===== config.mk =====
export PLATFORM = sky130hd
export DESIGN_NAME = etfi_ctrl
export DESIGN_NICKNAME = d
export VERILOG_FILES = /design/src/hw/rtl/etfi_pkg.sv /design/src/hw/rtl/etfi_ctrl.sv
export SDC_FILE = /design/constraint.sdc
export NUM_CORES = 1
export LEC_CHECK = 0
export ABC_AREA = 1
export BUFFER_PORTS_ARGS = -buffer_cell sky130_fd_sc_hd__buf_2
export CAP_MARGIN = 20
export CORE_AREA = 2 2 39 41
export DETAILED_ROUTE_END_ITERATION = 16
export DIE_AREA = 0 0 41 43
export GPL_ROUTABILITY_DRIVEN = 0
export GPL_TIMING_DRIVEN = 0
export SLEW_MARGIN = 20
export SYNTH_ARGS = -nofsm -noshare
export SYNTH_HDL_FRONTEND = slang
export SYNTH_SLANG_ARGS = --single-unit

===== constraint.sdc =====
create_clock -name clk -period 1.7 [get_ports clk]
set_clock_uncertainty 0.05 [all_clocks]
set_input_delay 0.17 -clock clk [delete_from_list [all_inputs] [get_ports clk]]
set_output_delay 0.17 -clock clk [all_outputs]
set_load 0.02 [all_outputs]

===== src/hw/rtl/etfi_pkg.sv =====
`default_nettype none
package etfi_pkg;

  // Configuration register indexes
  localparam int CFG_IDX_W = 3;
  localparam logic [CFG_IDX_W-1:0] REG_VARIANT_SEL = 3'd0;
  localparam logic [CFG_IDX_W-1:0] REG_JULIA_MODE  = 3'd1;
  localparam logic [CFG_IDX_W-1:0] REG_JULIA_C_RE  = 3'd2;
  localparam logic [CFG_IDX_W-1:0] REG_JULIA_C_IM  = 3'd3;
  localparam logic [CFG_IDX_W-1:0] REG_BAILOUT_SQ  = 3'd4;
  localparam logic [CFG_IDX_W-1:0] REG_MAX_ITER    = 3'd5;

  // Fixed register widths
  localparam int VARIANT_W = 4;
  localparam int BAIL_W    = 32;
  localparam int BAIL_FRAC = 24;
  localparam int MAXIT_W   = 16;

  localparam logic [BAIL_W-1:0]  BAIL_RESET  = 32'h0400_0000;
  localparam logic [MAXIT_W-1:0] MAXIT_RESET = 16'd256;

  // Squaring variant codes
  localparam logic [VARIANT_W-1:0] VAR_STD          = 4'd0;
  localparam logic [VARIANT_W-1:0] VAR_CONJ         = 4'd1;
  localparam logic [VARIANT_W-1:0] VAR_ABS_BOTH     = 4'd2;
  localparam logic [VARIANT_W-1:0] VAR_ABS_IM       = 4'd3;
  localparam logic [VARIANT_W-1:0] VAR_NEG_ABS_RE   = 4'd4;
  localparam logic [VARIANT_W-1:0] VAR_FOLD_STD     = 4'd5;
  localparam logic [VARIANT_W-1:0] VAR_FOLD_CONJ    = 4'd6;
  localparam logic [VARIANT_W-1:0] VAR_FOLD_ABS     = 4'd7;
  localparam logic [VARIANT_W-1:0] VAR_FOLD_ABS_IM  = 4'd8;
  localparam logic [VARIANT_W-1:0] VAR_FOLD_NEG_RE  = 4'd9;

  typedef enum logic [1:0] {
    ST_IDLE,
    ST_MUL,
    ST_STEP,
    ST_DONE
  } state_t;

  // How an item finished
  typedef enum logic [1:0] {
    FIN_NONE,
    FIN_NORM,
    FIN_OVF,
    FIN_LIMIT
  } fin_t;

  typedef struct packed {
    logic load;
    logic mul;
    logic adv;
    fin_t fin;
    logic publish;
  } dp_cmd_t;

  typedef struct packed {
    logic norm_esc;
    logic at_limit;
    logic ovf;
  } dp_sts_t;

endpackage
`default_nettype wire


===== src/hw/rtl/etfi_ctrl.sv =====
`default_nettype none
module etfi_ctrl (
  input  wire logic              clk,
  input  wire logic              rst_n,
  input  wire logic              in_valid,
  output logic                   in_ready,
  output logic                   out_valid,
  input  wire logic              out_ready,
  input  wire etfi_pkg::dp_sts_t sts,
  output etfi_pkg::dp_cmd_t      cmd
);
  import etfi_pkg::*;

  state_t state_r, state_nxt;
  logic   out_valid_r, out_valid_nxt;

  // State and result-valid registers
  always_ff @(posedge clk) begin
    if (!rst_n) begin
      state_r     <= ST_IDLE;
      out_valid_r <= 1'b0;
    end else begin
      state_r     <= state_nxt;
      out_valid_r <= out_valid_nxt;
    end
  end

  // Sequence one request: multiply, then combine and check, per iteration
  always_comb begin
    state_nxt   = state_r;
    cmd         = '0;
    cmd.fin     = FIN_NONE;
    in_ready    = 1'b0;
    case (state_r)
      ST_IDLE: begin
        in_ready = 1'b1;
        if (in_valid) begin
          cmd.load  = 1'b1;
          state_nxt = ST_MUL;
        end
      end
      ST_MUL: begin
        cmd.mul   = 1'b1;
        state_nxt = ST_STEP;
      end
      ST_STEP: begin
        if (sts.norm_esc) begin
          cmd.fin   = FIN_NORM;
          state_nxt = ST_DONE;
        end else if (sts.at_limit) begin
          cmd.fin   = FIN_LIMIT;
          state_nxt = ST_DONE;
        end else if (sts.ovf) begin
          cmd.fin   = FIN_OVF;
          state_nxt = ST_DONE;
        end else begin
          cmd.adv   = 1'b1;
          state_nxt = ST_MUL;
        end
      end
      ST_DONE: begin
        if (!out_valid_r || out_ready) begin
          cmd.publish = 1'b1;
          state_nxt   = ST_IDLE;
        end
      end
      default: state_nxt = ST_IDLE;
    endcase
  end

  // Hold the result until taken
  assign out_valid_nxt = cmd.publish | (out_valid_r & ~out_ready);
  assign out_valid     = out_valid_r;

endmodule
`default_nettype wire


==> flow_metrics.tcl <==
set metrics [dict create \
    cts.sinks 3 \
    tightest_slew_ns 0.172 \
    crit_type "flop to output port" \
    reg2reg_slack_ns 0.78 \
    reg2reg_to "state_r[0]$_SDFFE_PN0P_" \
    io_pins 15 \
    crit_fanout 5 \
    clock.fmax_ghz 0.760 \
    hp-class "primary input to flop" \
    drv_cap 0 \
    combPwrFrac_pct 21.3 \
    cpPeakStageDelay_ns 0.39 \
    grt_pass1_wl_um 627 \
    synth_area_um2 169 \
    fp-row-count 14 \
    hold-path-cell-count 3 \
    finalCritPeriodShare_pct 77.4 \
    nets 56 \
    intPower_mw 0.184 \
    fp.dieW_um 41 \
    hold_buffers 0 \
    drt-initial-drc-count 1 \
    maxSlewViolCount 0 \
    worst_r2r_startpoint "state_r[0]$_SDFFE_PN0P_" \
    yosys_warnings 0 \
    clockBufferDepth 2 \
    core_area_um2 1380 \
    start_util_pct 12.2 \
    slew_headroom_pct 88.5 \
    finalSetupViolations 0 \
    cp_data_arrival_time_ns 1.10 \
    power_switching_mw 0.0775 \
    switching_share_pct 29.6 \
    grt_max_degree 6 \
    min_from "rst_n" \
    clkPwrFrac_pct 48.1 \
    antenna_found_initial 0 \
    p_seq_share_pct 30.5 \
    cp-start-kind "flop" \
    ant_nets 0 \
    worst_hold_path.endpoint "state_r[0]$_SDFFE_PN0P_" \
    worst_skew_pair.late_latency_ns 0.23 \
    dp_hpwl_um 349 \
    ir_drop_uv 221 \
    syn_area_per_cell_um2 5.63 \
    die_h_um 43 \
    rsz0062_at_grt "false" \
    htree_levels 1 \
    cts_tree "yes" \
    crit_family "flip-flops" \
    crit_path_end_kind "output port" \
    port_buffers 14 \
    ctsRootBufferMaster "clkbuf_4" \
    outcome "finished, final reports clean" \
    utilization_pct 20.6 \
    area_growth_syn_to_layout_pct 68.9 \
    cts_buffers 3 \
    avgRoutedWirePerCell_um 6.61 \
    vias 229 \
    cpMaxStageDelayCell "dfxtp_1" \
    synth_cell_types 7 \
    dr.pass1.iters 3 \
    hold_viol_final 0 \
    worst-path-buf-inv 1 \
    p_leak_nw 0.171 \
    power_density_nw_per_um2 918 \
    track_usage_pct 6.31 \
    cp_cell_sequence "nand2_1, nor3_1, buf_2" \
    grt_pass1_vias 180 \
    dieArea_um2 1760 \
    final.setup.tns_ns 0 \
    via_per_inst 3.58 \
    antenna_cells 0 \
    post_cts_resized 0 \
    critPathRequiredTime_ns 1.48 \
    cts_setup_buffers 0 \
    rr_worst_depth 5 \
    synth_seq_area_share_pct 35.6 \
    overflow 0 \
    synth_seq_cells 3 \
    path_clk_slew_ns 0.04 \
    synthCells 30 \
    syn_nets 37 \
    drc 0 \
    drive_gt1_share_pct 37.5 \
    fillers 168 \
    routed_wl_um 423 \
    total_power_mw 0.262 \
    fin_crit_ns 1.32 \
]
-- per-layer routing --
| layer | part of all wire (%) | global-route usage [%] | wire [um] |
|---|---|---|---|
| met5 | 0 | 0 | 0 |
| met4 | 0 | 8.00 | 0 |
| met3 | 12 | 6.28 | 49 |
| met2 | 52 | 8.13 | 222 |
| met1 | 36 | 4.15 | 151 |
-- worst min-delay path, delay by kind of cell --
kind	cells	cell delay [ns]
buffers and inverters	2	0.12
and+or+nand+nor	1	0.09
-- power groups by stage --
stage	logic, mW	registers [mW]	clock network [mW]
after CTS	0.0567	0.0800	0.132
final	0.0558	0.0800	0.126
after global placement	0.0559	0.0811	0
after floorplan	0.0355	0.0812	0
after global routing	0.0622	0.0804	0.143
after detailed placement	0.0565	0.0812	0
-- state kept, by name, summed over array words and instances (netlist names) --
signal,cells
state_r,2
out_valid,1
-- logic make-up after synthesis --
logic type             synth area share, %
and+or+nand+nor                       44.4
DFF                                   35.6
buffers and inverters                 11.1
AOI/OAI and AO/OA                     8.89
-- cell usage in the layout (no fill, tap or decap) --
cell type | synthesis | layout
a21oi_1 | 3 | 3
buf_2 | 0 | 14
clkbuf_1 | 0 | 1
clkbuf_4 | 0 | 3
dfxtp_1 | 3 | 3
inv_1 | 5 | 5
nand2_1 | 6 | 6
nand2_2 | 1 | 1
nor2_1 | 11 | 11
nor3_1 | 1 | 1
-- layout make-up --
type	instances	area [um2]	share of cell area (%)
multi-input combinational	22	90.1	31.6
timing repair buffer	14	70.1	24.6
tap	16	20.0	7.02
sequential	3	60.1	21.1
inverter	5	18.8	6.58
clock buffer	4	26.3	9.21
-- Yosys cell counts --
cell / number / area (um2)
nor3_1: 1 / 5.00
inv_1: 5 / 18.8
nor2_1: 11 / 41.3
dfxtp_1: 3 / 60.1
nand2_2: 1 / 6.26
nand2_1: 6 / 22.5
a21oi_1: 3 / 15.0
-- through the flow --
stage	std cells	worst slack, ns	instance area, um2	hold slack [ns]
2_1_floorplan	30	0.517	169	0.270
3_5_place_dp	60	0.621	259	0.376
4_1_cts	64	0.364	285	0.128
6_report	64	0.385	285	0.133
5_1_grt	64	0.314	285	0.145
3_3_place_gp	60	0.629	259	0.376
-- worst max path at each step --
stage / end / cells after the start / start
after global placement: cmd[2] / 3 / state_r[1]$_SDFFE_PN0P_
final: cmd[2] / 3 / state_r[1]$_SDFFE_PN0P_
after floorplan: cmd[2] / 2 / state_r[1]$_SDFFE_PN0P_
after CTS: cmd[2] / 3 / state_r[1]$_SDFFE_PN0P_
after global routing: cmd[2] / 3 / state_r[1]$_SDFFE_PN0P_
after detailed placement: cmd[2] / 3 / state_r[1]$_SDFFE_PN0P_
Power figures use the tool's default switching activity.
